File: config.mk
export PLATFORM = sky130hd
export DESIGN_NAME = ssoi_front
export DESIGN_NICKNAME = d
export VERILOG_FILES = /design/src/hw/rtl/ssoi_pkg.sv /design/src/hw/rtl/ssoi_front.sv
export SDC_FILE = /design/constraint.sdc
export NUM_CORES = 2
export LEC_CHECK = 0
export ABC_AREA = 1
export BUFFER_PORTS_ARGS = -buffer_cell sky130_fd_sc_hd__buf_2
export CAP_MARGIN = 25
export CORE_MARGIN = 3
export CORE_UTILIZATION = 35
export DETAILED_ROUTE_END_ITERATION = 8
export PLACE_DENSITY = 0.59
export SKIP_CTS_REPAIR_TIMING = 1
export SYNTH_ARGS = -nofsm -noshare
export SYNTH_HDL_FRONTEND = slang
export SYNTH_SLANG_ARGS = --single-unit
File: constraint.sdc
create_clock -name clk -period 10.9 [get_ports clk]
set_input_delay 2.18 -clock clk [delete_from_list [all_inputs] [get_ports clk]]
set_output_delay 2.18 -clock clk [all_outputs]
set_load 0.02 [all_outputs]
File: src/hw/rtl/ssoi_pkg.sv
// ============================================================================
// ssoi_pkg - shared types and constants for the skid-steer odometry integrator
// Word layouts, fixed widths, register indexes and the CORDIC angle table.
// ============================================================================
package ssoi_pkg;

    // Fixed field widths
    localparam int DIST_W    = 24;   // one wheel travel
    localparam int SIDE_W    = 25;   // sum of two wheels on one side
    localparam int SUM_W     = 26;   // sum of all four wheels
    localparam int MUL_A_W   = 27;   // signed multiplier operand
    localparam int GAIN_W    = 32;   // gain registers
    localparam int LIMIT_W   = 24;   // jump limit register
    localparam int HEAD_W    = 32;   // binary angle
    localparam int POS_IN_W  = 40;   // position fields on the ports
    localparam int HPROD_W   = 60;   // heading gain product
    localparam int KPROD_W   = 60;   // prescale product
    localparam int KSHIFT    = 18;   // prescale product to CORDIC start value
    localparam int CORDIC_W  = 42;   // CORDIC x and y datapath
    localparam int DX_W      = CORDIC_W + 1 - 16; // rounded step in 2^-16 m
    localparam int CFG_IDX_W = 2;
    localparam int CFG_W     = 32;

    // Default parameter values
    localparam int CORDIC_STAGES_DEF = 16;
    localparam int POS_BITS_DEF      = 40;
    localparam int CORDIC_MAX        = 24;

    // Limit CORDIC gain 0.6072529350 in Q32
    localparam logic [31:0] GAIN_K = 32'd2608131496;

    // Register reset values
    localparam logic [GAIN_W-1:0]  TURN_GAIN_RST  = 32'd621422978;
    localparam logic [GAIN_W-1:0]  PIVOT_GAIN_RST = 32'd878825697;
    localparam logic [LIMIT_W-1:0] JUMP_LIMIT_RST = 24'd6554;

    // Register indexes
    localparam logic [CFG_IDX_W-1:0] REG_TURN_GAIN  = 2'd0;
    localparam logic [CFG_IDX_W-1:0] REG_PIVOT_GAIN = 2'd1;
    localparam logic [CFG_IDX_W-1:0] REG_JUMP_LIMIT = 2'd2;

    // Input word
    typedef struct packed {
        logic              func;
        logic [DIST_W-1:0] left_front_dist;
        logic [DIST_W-1:0] left_back_dist;
        logic [DIST_W-1:0] right_front_dist;
        logic [DIST_W-1:0] right_back_dist;
        logic              pivot_mode;
        logic [POS_IN_W-1:0] new_x;
        logic [POS_IN_W-1:0] new_y;
        logic [HEAD_W-1:0] new_heading;
    } ssoi_sample_t;

    // Result word
    typedef struct packed {
        logic [POS_IN_W-1:0] pos_x;
        logic [POS_IN_W-1:0] pos_y;
        logic [HEAD_W-1:0]   heading;
        logic                jump_flag;
    } ssoi_pose_t;

    // Configuration registers
    typedef struct packed {
        logic [GAIN_W-1:0]  turn_gain;
        logic [GAIN_W-1:0]  pivot_gain;
        logic [LIMIT_W-1:0] jump_limit;
    } ssoi_cfg_t;

    // Side data that rides along the rotation chain
    typedef struct packed {
        logic                rev;      // pose revision word
        logic [HEAD_W-1:0]   heading;  // heading after this word
        logic [POS_IN_W-1:0] new_x;
        logic [POS_IN_W-1:0] new_y;
    } ssoi_tag_t;

    // Word passed from cell to cell
    typedef struct packed {
        logic [CORDIC_W-1:0] x;
        logic [CORDIC_W-1:0] y;
        logic [HEAD_W-1:0]   z;
        ssoi_tag_t           tag;
    } ssoi_cell_t;

    // atan(2^-i) in binary-angle units
    function automatic logic [HEAD_W-1:0] ssoi_atan(input int idx);
        logic [HEAD_W-1:0] a;
        case (idx)
            0:       a = 32'd536870912;
            1:       a = 32'd316933406;
            2:       a = 32'd167458907;
            3:       a = 32'd85004756;
            4:       a = 32'd42667331;
            5:       a = 32'd21354465;
            6:       a = 32'd10679838;
            7:       a = 32'd5340245;
            8:       a = 32'd2670163;
            9:       a = 32'd1335087;
            10:      a = 32'd667544;
            11:      a = 32'd333772;
            12:      a = 32'd166886;
            13:      a = 32'd83443;
            14:      a = 32'd41722;
            15:      a = 32'd20861;
            16:      a = 32'd10430;
            17:      a = 32'd5215;
            18:      a = 32'd2608;
            19:      a = 32'd1304;
            20:      a = 32'd652;
            21:      a = 32'd326;
            22:      a = 32'd163;
            23:      a = 32'd81;
            default: a = '0;
        endcase
        return a;
    endfunction

endpackage

File: src/hw/rtl/ssoi_front.sv
// ============================================================================
// ssoi_front - wheel sums, heading update and CORDIC prescale
// Three registered stages: gain multiply, heading accumulate, fold and
// multiply by the CORDIC gain. Feeds the first rotation cell.
// ============================================================================
module ssoi_front
    import ssoi_pkg::*;
(
    input  logic         clk,
    input  logic         rst_n,
    input  ssoi_cfg_t    cfg,
    input  logic         up_valid,
    input  ssoi_sample_t up_word,
    output logic         up_ready,
    output logic         dn_valid,
    output ssoi_cell_t   dn_word,
    input  logic         dn_ready
);

    // Stage 1: gain product
    logic                       v1_reg;
    logic signed [HPROD_W-1:0]  prod1_reg, prod1_next;
    logic                       neg1_reg, neg1_next;
    logic signed [SUM_W-1:0]    s1_reg, s1_next;
    ssoi_tag_t                  tag1_reg, tag1_next;

    // Stage 2: heading
    logic                       v2_reg;
    logic signed [SUM_W-1:0]    s2_reg;
    logic [HEAD_W-1:0]          hold2_reg;
    ssoi_tag_t                  tag2_reg, tag2_next;
    logic [HEAD_W-1:0]          head_acc_reg, head_acc_next;

    // Stage 3: prescale product
    logic                       v3_reg;
    logic signed [KPROD_W-1:0]  kprod3_reg, kprod3_next;
    logic [HEAD_W-1:0]          z3_reg, z3_next;
    ssoi_tag_t                  tag3_reg;

    logic r1, r2, r3;

    // Ready chain: a stage takes a word when empty or when it moves on
    assign r3       = !v3_reg || dn_ready;
    assign r2       = !v2_reg || r3;
    assign r1       = !v1_reg || r2;
    assign up_ready = r1;

    // Side sums and one gain multiply
    always_comb
    begin
        logic signed [SIDE_W-1:0]  sl, sr;
        logic signed [SUM_W-1:0]   sl_w, sr_w, diff;
        logic [SUM_W-1:0]          abs_l, abs_r, mag;
        logic signed [MUL_A_W-1:0] mul_a;
        logic signed [GAIN_W:0]    gain;
        sl = SIDE_W'($signed(up_word.left_front_dist))
           + SIDE_W'($signed(up_word.left_back_dist));
        sr = SIDE_W'($signed(up_word.right_front_dist))
           + SIDE_W'($signed(up_word.right_back_dist));
        sl_w = SUM_W'(sl);
        sr_w = SUM_W'(sr);
        diff = sr_w - sl_w;
        abs_l = sl_w[SUM_W-1] ? SUM_W'(-sl_w) : SUM_W'(sl_w);
        abs_r = sr_w[SUM_W-1] ? SUM_W'(-sr_w) : SUM_W'(sr_w);
        mag   = abs_l + abs_r;
        if (up_word.pivot_mode)
        begin
            mul_a = $signed({1'b0, mag});
            gain  = $signed({1'b0, cfg.pivot_gain});
        end
        else
        begin
            mul_a = MUL_A_W'(diff);
            gain  = $signed({1'b0, cfg.turn_gain});
        end
        prod1_next = HPROD_W'(mul_a) * HPROD_W'(gain);
        neg1_next  = up_word.pivot_mode && sr[SIDE_W-1];
        s1_next    = sl_w + sr_w;
        tag1_next.rev     = up_word.func;
        tag1_next.heading = up_word.new_heading;
        tag1_next.new_x   = up_word.new_x;
        tag1_next.new_y   = up_word.new_y;
    end

    // Round the product to a heading step and advance the heading
    always_comb
    begin
        logic signed [HPROD_W-1:0] hsum;
        logic [HEAD_W-1:0]         dh;
        hsum = prod1_reg + HPROD_W'(65536);
        dh   = hsum[17 +: HEAD_W];
        if (neg1_reg)
        begin
            dh = HEAD_W'(0) - dh;
        end
        head_acc_next = tag1_reg.rev ? tag1_reg.heading : head_acc_reg + dh;
        tag2_next = tag1_reg;
        tag2_next.heading = head_acc_next;
    end

    // Fold the old heading into the right half plane and prescale
    always_comb
    begin
        logic                      fold;
        logic signed [MUL_A_W-1:0] sf;
        fold = hold2_reg[HEAD_W-1] ^ hold2_reg[HEAD_W-2];
        sf   = fold ? -MUL_A_W'(s2_reg) : MUL_A_W'(s2_reg);
        z3_next = fold ? {~hold2_reg[HEAD_W-1], hold2_reg[HEAD_W-2:0]} : hold2_reg;
        kprod3_next = KPROD_W'(sf) * KPROD_W'($signed({1'b0, GAIN_K}));
    end

    // Valid bits
    always_ff @(posedge clk or negedge rst_n)
    begin
        if (!rst_n)
        begin
            v1_reg <= 1'b0;
            v2_reg <= 1'b0;
            v3_reg <= 1'b0;
        end
        else
        begin
            if (r1)
            begin
                v1_reg <= up_valid;
            end
            if (r2)
            begin
                v2_reg <= v1_reg;
            end
            if (r3)
            begin
                v3_reg <= v2_reg;
            end
        end
    end

    // Heading state
    always_ff @(posedge clk or negedge rst_n)
    begin
        if (!rst_n)
        begin
            head_acc_reg <= '0;
        end
        else if (r2 && v1_reg)
        begin
            head_acc_reg <= head_acc_next;
        end
    end

    // Payload
    always_ff @(posedge clk)
    begin
        if (r1 && up_valid)
        begin
            prod1_reg <= prod1_next;
            neg1_reg  <= neg1_next;
            s1_reg    <= s1_next;
            tag1_reg  <= tag1_next;
        end
        if (r2 && v1_reg)
        begin
            s2_reg    <= s1_reg;
            hold2_reg <= head_acc_reg;
            tag2_reg  <= tag2_next;
        end
        if (r3 && v2_reg)
        begin
            kprod3_reg <= kprod3_next;
            z3_reg     <= z3_next;
            tag3_reg   <= tag2_reg;
        end
    end

    // Start value for the rotation chain
    assign dn_valid  = v3_reg;
    assign dn_word.x = kprod3_reg[KSHIFT +: CORDIC_W];
    assign dn_word.y = '0;
    assign dn_word.z = z3_reg;
    assign dn_word.tag = tag3_reg;

endmodule

==> metrics.txt <==
status=finished with violations; failing checks=setup timing; RSZ-0062 raised after global routing=true; initial antenna violation count=14; Clock Skew=26.2 ps; placed wire-length estimate=196 mm; Final ANT Viol Nets=0; die area=207000 um2; CP bufs+invs=14; Slew HR=18.2%; delay-heaviest family, CP=adder cells; vias in the first global route=59200; Crit Path Category=input pin to flop; top-count cell post-synth=inv_1; DRC viols=0; CP max-delay cell=fa_1; min cycle time layout=11670 ps; Final nets=11200; htree depth=2; area growth from synthesis to layout=25.0%; WL final=237 mm; GRT Overall Usage=22.1%; yosys warns=0; first-pass GRT wire length=350 mm; routability cong.=0.943; critical path startpoint category=input pin; sequential area share after synthesis=23.8%; crit path capture type=flop; syn avg cell area=8.90 um2; Site Rows=164; Worst Path Required=11300 ps; Crit path largest cell delay=570 ps; vias=57300; Post-synth EDFFs=531; grt total ovfl=0; HP Class=flop to flop; Post-synth ARST share=6.18%; PortBufs=466; Clock Latency Late Sink=640 ps; count of cell types in the netlist=64; TritonCTS buffer count=50; Max Cap Viol=0; max-slew violations=0; register bit total from synthesis=566; synth top area cells=fa_1, edfxtp_1, ha_1; 1st-iter DRT viols=4275; final-report hold violation count=0; chip width=455 um; worst-margin pin slew=1210 ps; wire per inst=19.9 um; cells after synthesis=7930; Tcrit/Tclk final=107%; layout cells sized above 1=22.9%; Worst-path clk slew=70 ps; Final Setup Violations=27; die height=455 um; Root Driver=clkbuf_16; fmax=0.0857 GHz; share of the synthesized area in the top cell type=29.8%; fin worst setup slack=-773 ps; Starting Density=35.3%; Yosys top cell by area=fa_1; Arrival @ worst endpoint=12070 ps; core area=200000 um2; synthesized area=70600 um2; Pre-Repair DR Iteration Count=8; Util after Layout=44.1%; Max clock buf depth=3; Synth top cells by count=inv_1, nand2_1, fa_1, ha_1, nor2_1; vias per inst=4.80; CP max FO=8; Sink Count=566; CTS tree=yes; # IOs=533; Most used DFF post-synth=edfxtp_1; largest net degree at the start of global routing=133; fillers=19500
==> cell type report <==
cell class / count / area, um2 / share of cell area, %
Tap cell: 2656 / 3320 / 3.77
Clock inverter: 30 / 323 / 0.366
Sequential cell: 566 / 16800 / 19.1
Timing Repair Buffer: 1420 / 10700 / 12.2
Inverter: 1902 / 7220 / 8.19
Multi-Input combinational cell: 5286 / 48500 / 54.9
Antenna cell: 8 / 20.0 / 0.0227
Clock buffer: 62 / 1340 / 1.52
==> metal layers <==
metal / wire length (um) / GRT usage (%) / part of all wire (%)
met2: 113000 / 37.8 / 48
met3: 15100 / 2.74 / 6.4
met1: 99200 / 29.2 / 42
met5: 13 / 0 / 0.0055
met4: 9760 / 6.98 / 4.1
==> final timing paths <==
| kind | from | end | slack, ps | cells past startpoint |
|---|---|---|---|---|
| min reg2reg | hold2_reg[2] | z3_reg[2] | 400 | 0 |
| max | up_word[185] | prod1_reg[48] | -770 | 61 |
| min | hold2_reg[2] | z3_reg[2] | 400 | 0 |
| max in group asynchronous | rst_n | head_acc_reg[0] | 8970 | 2 |
| max reg2reg | s2_reg[0] | kprod3_reg[56] | 1290 | 34 |
| min in group asynchronous | rst_n | head_acc_reg[7] | 1440 | 1 |
==> cells in the final DEF (no fill, tap or decap), drive strengths merged, types with 65 or more instances in the layout <==
cell type / instances
a21oi: 304
buf: 1409
clkbuf: 73
edfxtp: 531
fa: 1050
ha: 610
inv: 1891
nand2: 1687
nand3: 196
nand4: 70
nor2: 545
o21ai: 211
xnor2: 65
xor2: 202
==> stage by stage <==
stage                     setup WS, ps  area, um2  hold slack [ps]  cells  TNS [ps]
after floorplan                   -488      71100              400   7971     -3100
after global placement           -1750      82500              401  11700    -40690
after detailed placement         -1850      82500              405  11700    -43790
after CTS                        -1160      84200              379  11800    -21780
after global routing             -1200      88200              398  11900    -23800
final                             -773      88300              400  11900    -12060
==> kinds of logic after synthesis <==
kind of cell / count (synthesis) / synth area share, %
other cells: 1 / 0.00531
fa+ha+maj: 1660 / 40.6
buf+inv: 2119 / 11.6
flops: 566 / 23.8
simple gates: 2648 / 15.3
xor+xnor: 267 / 3.41
compound gates: 669 / 5.31
Power is left out: the tool's default activity adds up to more than one toggle a clock period on the data nets, which glitch-free logic cannot reach.
