`src/hw/rtl/ssoi_pkg.sv`:
```
// ============================================================================
// ssoi_pkg - shared types and constants for the skid-steer odometry integrator
// Word layouts, fixed widths, register indexes and the CORDIC angle table.
// ============================================================================
package ssoi_pkg;

    // Fixed field widths
    localparam int DIST_W    = 24;   // one wheel travel
    localparam int SIDE_W    = 25;   // sum of two wheels on one side
    localparam int SUM_W     = 26;   // sum of all four wheels
    localparam int MUL_A_W   = 27;   // signed multiplier operand
    localparam int GAIN_W    = 32;   // gain registers
    localparam int LIMIT_W   = 24;   // jump limit register
    localparam int HEAD_W    = 32;   // binary angle
    localparam int POS_IN_W  = 40;   // position fields on the ports
    localparam int HPROD_W   = 60;   // heading gain product
    localparam int KPROD_W   = 60;   // prescale product
    localparam int KSHIFT    = 18;   // prescale product to CORDIC start value
    localparam int CORDIC_W  = 42;   // CORDIC x and y datapath
    localparam int DX_W      = CORDIC_W + 1 - 16; // rounded step in 2^-16 m
    localparam int CFG_IDX_W = 2;
    localparam int CFG_W     = 32;

    // Default parameter values
    localparam int CORDIC_STAGES_DEF = 16;
    localparam int POS_BITS_DEF      = 40;
    localparam int CORDIC_MAX        = 24;

    // Limit CORDIC gain 0.6072529350 in Q32
    localparam logic [31:0] GAIN_K = 32'd2608131496;

    // Register reset values
    localparam logic [GAIN_W-1:0]  TURN_GAIN_RST  = 32'd621422978;
    localparam logic [GAIN_W-1:0]  PIVOT_GAIN_RST = 32'd878825697;
    localparam logic [LIMIT_W-1:0] JUMP_LIMIT_RST = 24'd6554;

    // Register indexes
    localparam logic [CFG_IDX_W-1:0] REG_TURN_GAIN  = 2'd0;
    localparam logic [CFG_IDX_W-1:0] REG_PIVOT_GAIN = 2'd1;
    localparam logic [CFG_IDX_W-1:0] REG_JUMP_LIMIT = 2'd2;

    // Input word
    typedef struct packed {
        logic              func;
        logic [DIST_W-1:0] left_front_dist;
        logic [DIST_W-1:0] left_back_dist;
        logic [DIST_W-1:0] right_front_dist;
        logic [DIST_W-1:0] right_back_dist;
        logic              pivot_mode;
        logic [POS_IN_W-1:0] new_x;
        logic [POS_IN_W-1:0] new_y;
        logic [HEAD_W-1:0] new_heading;
    } ssoi_sample_t;

    // Result word
    typedef struct packed {
        logic [POS_IN_W-1:0] pos_x;
        logic [POS_IN_W-1:0] pos_y;
        logic [HEAD_W-1:0]   heading;
        logic                jump_flag;
    } ssoi_pose_t;

    // Configuration registers
    typedef struct packed {
        logic [GAIN_W-1:0]  turn_gain;
        logic [GAIN_W-1:0]  pivot_gain;
        logic [LIMIT_W-1:0] jump_limit;
    } ssoi_cfg_t;

    // Side data that rides along the rotation chain
    typedef struct packed {
        logic                rev;      // pose revision word
        logic [HEAD_W-1:0]   heading;  // heading after this word
        logic [POS_IN_W-1:0] new_x;
        logic [POS_IN_W-1:0] new_y;
    } ssoi_tag_t;

    // Word passed from cell to cell
    typedef struct packed {
        logic [CORDIC_W-1:0] x;
        logic [CORDIC_W-1:0] y;
        logic [HEAD_W-1:0]   z;
        ssoi_tag_t           tag;
    } ssoi_cell_t;

    // atan(2^-i) in binary-angle units
    function automatic logic [HEAD_W-1:0] ssoi_atan(input int idx);
        logic [HEAD_W-1:0] a;
        case (idx)
            0:       a = 32'd536870912;
            1:       a = 32'd316933406;
            2:       a = 32'd167458907;
            3:       a = 32'd85004756;
            4:       a = 32'd42667331;
            5:       a = 32'd21354465;
            6:       a = 32'd10679838;
            7:       a = 32'd5340245;
            8:       a = 32'd2670163;
            9:       a = 32'd1335087;
            10:      a = 32'd667544;
            11:      a = 32'd333772;
            12:      a = 32'd166886;
            13:      a = 32'd83443;
            14:      a = 32'd41722;
            15:      a = 32'd20861;
            16:      a = 32'd10430;
            17:      a = 32'd5215;
            18:      a = 32'd2608;
            19:      a = 32'd1304;
            20:      a = 32'd652;
            21:      a = 32'd326;
            22:      a = 32'd163;
            23:      a = 32'd81;
            default: a = '0;
        endcase
        return a;
    endfunction

endpackage

```
`src/hw/rtl/ssoi_pos.sv`:
```
// ============================================================================
// ssoi_pos - step rounding, saturating position accumulate or revision overwrite
// Rounds the rotated step to 2^-16 m, adds it to the pose with saturation,
// raises the jump flag and holds the result word for the output channel.
// ============================================================================
module ssoi_pos
    import ssoi_pkg::*;
#(
    parameter int POS_BITS = POS_BITS_DEF
)
(
    input  logic               clk,
    input  logic               rst_n,
    input  logic [LIMIT_W-1:0] jump_limit,
    input  logic               up_valid,
    input  ssoi_cell_t         up_word,
    output logic               up_ready,
    output logic               dn_valid,
    output ssoi_pose_t         dn_word,
    input  logic               dn_stall
);

    localparam int AW = POS_BITS;
    localparam int WW = ((AW > POS_IN_W) ? AW : POS_IN_W) + 1;
    localparam logic [AW-1:0] PosMax = {1'b0, {(AW-1){1'b1}}};
    localparam logic [AW-1:0] PosMin = {1'b1, {(AW-1){1'b0}}};

    // Rounding stage
    logic              vr_reg;
    logic [DX_W-1:0]   dx_reg, dx_next;
    logic [DX_W-1:0]   dy_reg, dy_next;
    ssoi_tag_t         tagr_reg;

    // Accumulate stage, also the output register
    logic              va_reg;
    logic [AW-1:0]     x_acc_reg, x_acc_next;
    logic [AW-1:0]     y_acc_reg, y_acc_next;
    logic [HEAD_W-1:0] heading_reg;
    logic              jump_reg, jump_next;

    logic ra, rr;

    assign ra       = !va_reg || !dn_stall;
    assign rr       = !vr_reg || ra;
    assign up_ready = rr;

    // Add one step to an axis; returns {jump, saturated value}
    function automatic logic [AW:0] pos_step(input logic [AW-1:0] acc,
                                             input logic [DX_W-1:0] d,
                                             input logic [LIMIT_W-1:0] lim);
        logic signed [AW:0] sum, room, dw, limw;
        logic               ovf;
        logic [AW-1:0]      val;
        logic               jmp;
        dw   = $signed({{(AW+1-DX_W){d[DX_W-1]}}, d});
        sum  = $signed({acc[AW-1], acc}) + dw;
        room = $signed({1'b0, PosMax}) - $signed({acc[AW-1], acc});
        limw = $signed({{(AW+1-LIMIT_W){1'b0}}, lim});
        ovf  = sum[AW] ^ sum[AW-1];
        if (ovf)
        begin
            val = sum[AW] ? PosMin : PosMax;
            jmp = !sum[AW] && (room > limw);
        end
        else
        begin
            val = sum[AW-1:0];
            jmp = dw > limw;
        end
        return {jmp, val};
    endfunction

    // Clamp a revised position to the accumulator range
    function automatic logic [AW-1:0] rev_sat(input logic [POS_IN_W-1:0] v);
        logic signed [WW-1:0] vw, maxw, minw;
        logic [AW-1:0]        val;
        vw   = $signed({{(WW-POS_IN_W){v[POS_IN_W-1]}}, v});
        maxw = $signed({{(WW-AW){1'b0}}, PosMax});
        minw = $signed({{(WW-AW){1'b1}}, PosMin});
        if (vw > maxw)
        begin
            val = PosMax;
        end
        else if (vw < minw)
        begin
            val = PosMin;
        end
        else
        begin
            val = vw[AW-1:0];
        end
        return val;
    endfunction

    // Round half up to 2^-16 m
    always_comb
    begin
        logic signed [CORDIC_W:0] xr, yr;
        xr = $signed({up_word.x[CORDIC_W-1], up_word.x}) + (CORDIC_W+1)'(32768);
        yr = $signed({up_word.y[CORDIC_W-1], up_word.y}) + (CORDIC_W+1)'(32768);
        dx_next = xr[CORDIC_W:16];
        dy_next = yr[CORDIC_W:16];
    end

    // Accumulate or overwrite the position
    always_comb
    begin
        logic [AW:0] sx, sy;
        sx = pos_step(x_acc_reg, dx_reg, jump_limit);
        sy = pos_step(y_acc_reg, dy_reg, jump_limit);
        if (tagr_reg.rev)
        begin
            x_acc_next = rev_sat(tagr_reg.new_x);
            y_acc_next = rev_sat(tagr_reg.new_y);
            jump_next  = 1'b0;
        end
        else
        begin
            x_acc_next = sx[AW-1:0];
            y_acc_next = sy[AW-1:0];
            jump_next  = sx[AW] || sy[AW];
        end
    end

    // Valid bits and pose state
    always_ff @(posedge clk or negedge rst_n)
    begin
        if (!rst_n)
        begin
            vr_reg    <= 1'b0;
            va_reg    <= 1'b0;
            x_acc_reg <= '0;
            y_acc_reg <= '0;
        end
        else
        begin
            if (rr)
            begin
                vr_reg <= up_valid;
            end
            if (ra)
            begin
                va_reg <= vr_reg;
            end
            if (ra && vr_reg)
            begin
                x_acc_reg <= x_acc_next;
                y_acc_reg <= y_acc_next;
            end
        end
    end

    // Payload
    always_ff @(posedge clk)
    begin
        if (rr && up_valid)
        begin
            dx_reg   <= dx_next;
            dy_reg   <= dy_next;
            tagr_reg <= up_word.tag;
        end
        if (ra && vr_reg)
        begin
            heading_reg <= tagr_reg.heading;
            jump_reg    <= jump_next;
        end
    end

    // Result word, low 40 bits of the sign-extended pose
    always_comb
    begin
        logic [WW-1:0] xw, yw;
        xw = {{(WW-AW){x_acc_reg[AW-1]}}, x_acc_reg};
        yw = {{(WW-AW){y_acc_reg[AW-1]}}, y_acc_reg};
        dn_word.pos_x     = xw[POS_IN_W-1:0];
        dn_word.pos_y     = yw[POS_IN_W-1:0];
        dn_word.heading   = heading_reg;
        dn_word.jump_flag = jump_reg;
    end

    assign dn_valid = va_reg;

endmodule

```
`config.mk`:
```
export PLATFORM = sky130hd
export DESIGN_NAME = ssoi_pos
export DESIGN_NICKNAME = d
export VERILOG_FILES = /design/src/hw/rtl/ssoi_pkg.sv /design/src/hw/rtl/ssoi_pos.sv
export SDC_FILE = /design/constraint.sdc
export NUM_CORES = 1
export LEC_CHECK = 0
export BUFFER_PORTS_ARGS = -buffer_cell sky130_fd_sc_hd__buf_2
export CORE_MARGIN = 8
export CORE_UTILIZATION = 56
export CTS_BUF_LIST = sky130_fd_sc_hd__clkbuf_8
export DETAILED_ROUTE_END_ITERATION = 16
export PLACE_DENSITY = 0.91
export REMOVE_ABC_BUFFERS = 1
export SETUP_SLACK_MARGIN = 0.2
export SKIP_CTS_REPAIR_TIMING = 1
export SYNTH_ARGS = -nofsm -noshare
export SYNTH_HDL_FRONTEND = slang
export SYNTH_SLANG_ARGS = --single-unit
```
`constraint.sdc`:
```
create_clock -name clk -period 12.48 [get_ports clk]
set_input_delay 2.496 -clock clk [delete_from_list [all_inputs] [get_ports clk]]
set_output_delay 2.496 -clock clk [all_outputs]
set_load 0.03 [all_outputs]
```
==> out/metrics.csv <==
stage,metric,value,unit
worst_setup_path,CP max-delay cell,buf_2,
sta,fmax,185,MHz
global_routing,GRT met3 Usage,0.0893,
sta,Setup Total Neg Slack,0,ps
job,max_cap viols,0,
global_routing,gr usage total,0.290,
global_routing,first-pass GRT wire length,87700,um
yosys,commonest cells in the netlist,"200 x edfxtp_1, 178 x ha_1, 148 x a21oi_1, 148 x nand2_1, 95 x o21ai_0",
floorplanning,# rows,66,
layout,layout cells sized above 1,0.206,
yosys,"Seq/Total Area, Yosys",0.444,
layout,Non-Filler Instances,2518,
power_and_ir_drop,Static Leak,9.13,nW
hold_path,Hold Path Stages,0,
global_routing,GRT busiest layer,met2,
placement,GPL Wtd Cong,0.985,
floorplanning,die width,196,um
global_routing,GRT met2 Usage,0.461,
sta,final hold viol count,0,
yosys,Synth Warn #,0,
sta,final hold slack,418,ps
hold_path,hold wc startpoint,tagr_reg[85],
sta,crit path time final,5420,ps
worst_setup_path,Worst path most repeated cell,buf_2,
clock_network,clk buf depth,3,
clock_network,CTS H-tree depth,2,
global_routing,grt met1 use,0.354,
worst_setup_path,CP Cell Sequence,"buf_2, nand3_1, buf_2",
power_and_ir_drop,PnR Total Power,4.84,mW
route,drt first pass iters,5,
power_and_ir_drop,Cell Pwr Density,231,nW/um2
placement,Detailed Place HPWL,43400,um
sta,Final setup violation count,0,
worst_setup_path,CP peak stage delay,220,ps
layout,final-layout fill cell count,2542,
floorplanning,Core Area,32200,um2
power_and_ir_drop,Internal Pwr Total,2.57,mW
worst_setup_path,Setup crit start kind,input port,
worst_setup_path,largest fanout on the critical path,3,
yosys,synthesized flop and latch total,282,
sta,worst slew pin tran,1050,ps
power_and_ir_drop,switching power,2.27,mW
sta,Worst Skew,38.2,ps
worst_setup_path,reg2reg path depth,12,
hold_path,Hold Crit Endpoint,heading_reg[5],
layout,area delta synth->final,15.6,%
yosys,Yosys top cell by area,edfxtp_1,
sta,Final WS setup,7060,ps
floorplanning,Ports,372,
clock_network,"Clk Latency, worst-skew pair",660,ps
floorplanning,Die Y-Extent,196,um
placement,dpl cells,2424,
layout,max FFs per register,113,
clock_network,CTS sink count,282,
route,via-per-instance ratio,6.30,
yosys,Syn Inst Count,1759,
route,DRT antenna net count,0,
sta,relative slew slack,0.298,
layout,Final #Nets,2505,
yosys,area share of the leading cell type in the synthesized netlist,0.331,
worst_setup_path,reg-to-reg endpoint,y_acc_reg[24],
worst_setup_path,Reg2Reg Launch Point,y_acc_reg[0],
worst_setup_path,Reg2Reg Setup Slack,8060,ps
yosys,synth top area cells,"edfxtp_1 33%, ha_1 12%, dfrtp_1 11%, a21oi_1 4.1%, xnor2_1 3.3%",
yosys,Synth Flop Type,edfxtp_1,
placement,dpl ws,6990,ps
yosys,most frequent cell after synthesis,edfxtp_1,
yosys,Post-synth EDFFs,200,
worst_setup_path,CP required,9980,ps
power_and_ir_drop,peak supply drop,133,uV
yosys,Post-Syn Area per Cell,10.3,um2
clock_network,"Clk pin slew, worst setup/hold paths",60,ps
worst_setup_path,critical path class,in2out,
worst_setup_path,crit path DAT,2920,ps
floorplanning,die area,38500,um2
placement,I/O Buffers,309,
floorplanning,initial core utilization,0.564,
sta,Final Max Tran Viols,0,
yosys,synthesized area,18200,um2
clock_network,TritonCTS clock tree,yes,
clock_network,Root Buffer Master,clkbuf_8,
global_routing,vias in the first global route,16000,
clock_network,CTS Buf Count,50,
yosys,post-synthesis cell type count,82,
power_and_ir_drop,Clk pwr share,0.177,
sta,unrepaired setup endpoints after global routing,false,
route,Routed Wire Length,57400,um
route,wire per inst,22.8,um
route,vias,15900,
route,DR iter-0 viols,1329,
power_and_ir_drop,Flop pwr share,0.283,
yosys,asr flop ratio synth,0.291,
status,status,completed,
global_routing,largest net degree at the start of global routing,89,
sta,Final period util,0.434,
global_routing,antenna violations before repair,6,
worst_setup_path,CP endpoint kind,primary output,
route,drt drc,0,
global_routing,GR Overflow Total,0,
power_and_ir_drop,switching share of power,0.469,
hold_path,HP Class,reg2reg,
power_and_ir_drop,Comb power frac,0.540,
-- critical path, delay by kind of cell --
family | cells | cell delay, ps
buf+inv | 2 | 330
simple gates | 1 | 100
-- logic make-up after synthesis --
group | share of synthesized area
simple gates | 0.148
mux | 0.00358
flops | 0.444
fa+ha+maj | 0.125
compound gates | 0.189
buf+inv | 0.0350
xor+xnor | 0.0559
-- power by group through the flow --
stage	Sequential [mW]	Combinational, mW	Clock (mW)
6_report	1.37	2.61	0.857
3_3_place_gp	1.37	2.49	0
2_1_floorplan	1.60	1.61	0
4_1_cts	1.36	2.58	0.870
5_1_grt	1.39	2.84	0.908
3_5_place_dp	1.38	2.55	0
-- metrics by stage --
stage | area, um2 | util
floorplan | 17900 | -
global placement | 20000 | 0.622
detailed placement | 20000 | 0.622
CTS | 21000 | 0.652
global route | 21000 | 0.652
finish | 21000 | 0.652
-- final cells by class --
| cell class | instances | area, um2 | area share |
|---|---|---|---|
| Clock buffer | 53 | 729 | 0.0347 |
| Multi-Input combinational cell | 1322 | 9480 | 0.451 |
| Sequential cell | 282 | 8060 | 0.384 |
| Clock inverter | 39 | 251 | 0.0120 |
| Timing Repair Buffer | 318 | 1620 | 0.0770 |
| Tap cell | 408 | 510 | 0.0243 |
| Antenna cell | 2 | 5.00 | 0.000238 |
| Inverter | 94 | 355 | 0.0169 |
-- how the worst max path moves through the flow --
stage                      to  cells past startpoint      startpoint
global route         up_ready                      3        dn_stall
finish               up_ready                      3        dn_stall
floorplan           dx_reg[0]                      2        dn_stall
global placement     jump_reg                     12  jump_limit[20]
CTS                  up_ready                      3        dn_stall
detailed placement   jump_reg                     12  jump_limit[20]
-- per-layer routing --
| metal | wire, um | up-vias |
|---|---|---|
| met2 | 26000 | 843 |
| li1 | - | 7287 |
| met3 | 5770 | 191 |
| met4 | 2930 | 8 |
| met1 | 22600 | 7529 |
| met5 | 46 | - |
-- layout by cell type (no fill, tap or decap), drive strengths merged, types with 15 or more instances in the layout --
| master | count |
|---|---|
| a211oi | 20 |
| a21o | 54 |
| a21oi | 148 |
| a221oi | 29 |
| a31oi | 20 |
| and3 | 27 |
| buf | 318 |
| clkbuf | 53 |
| clkinv | 18 |
| dfrtp | 82 |
| edfxtp | 200 |
| ha | 178 |
| inv | 111 |
| nand2 | 149 |
| nand2b | 15 |
| nand3 | 60 |
| nand3b | 29 |
| nand4 | 37 |
| nor2 | 94 |
| nor2b | 16 |
| nor3 | 27 |
| nor3b | 28 |
| o211ai | 31 |
| o21a | 15 |
| o21ai | 98 |
| xnor2 | 69 |
| xor2 | 47 |
(Power assumes the default switching activity.)
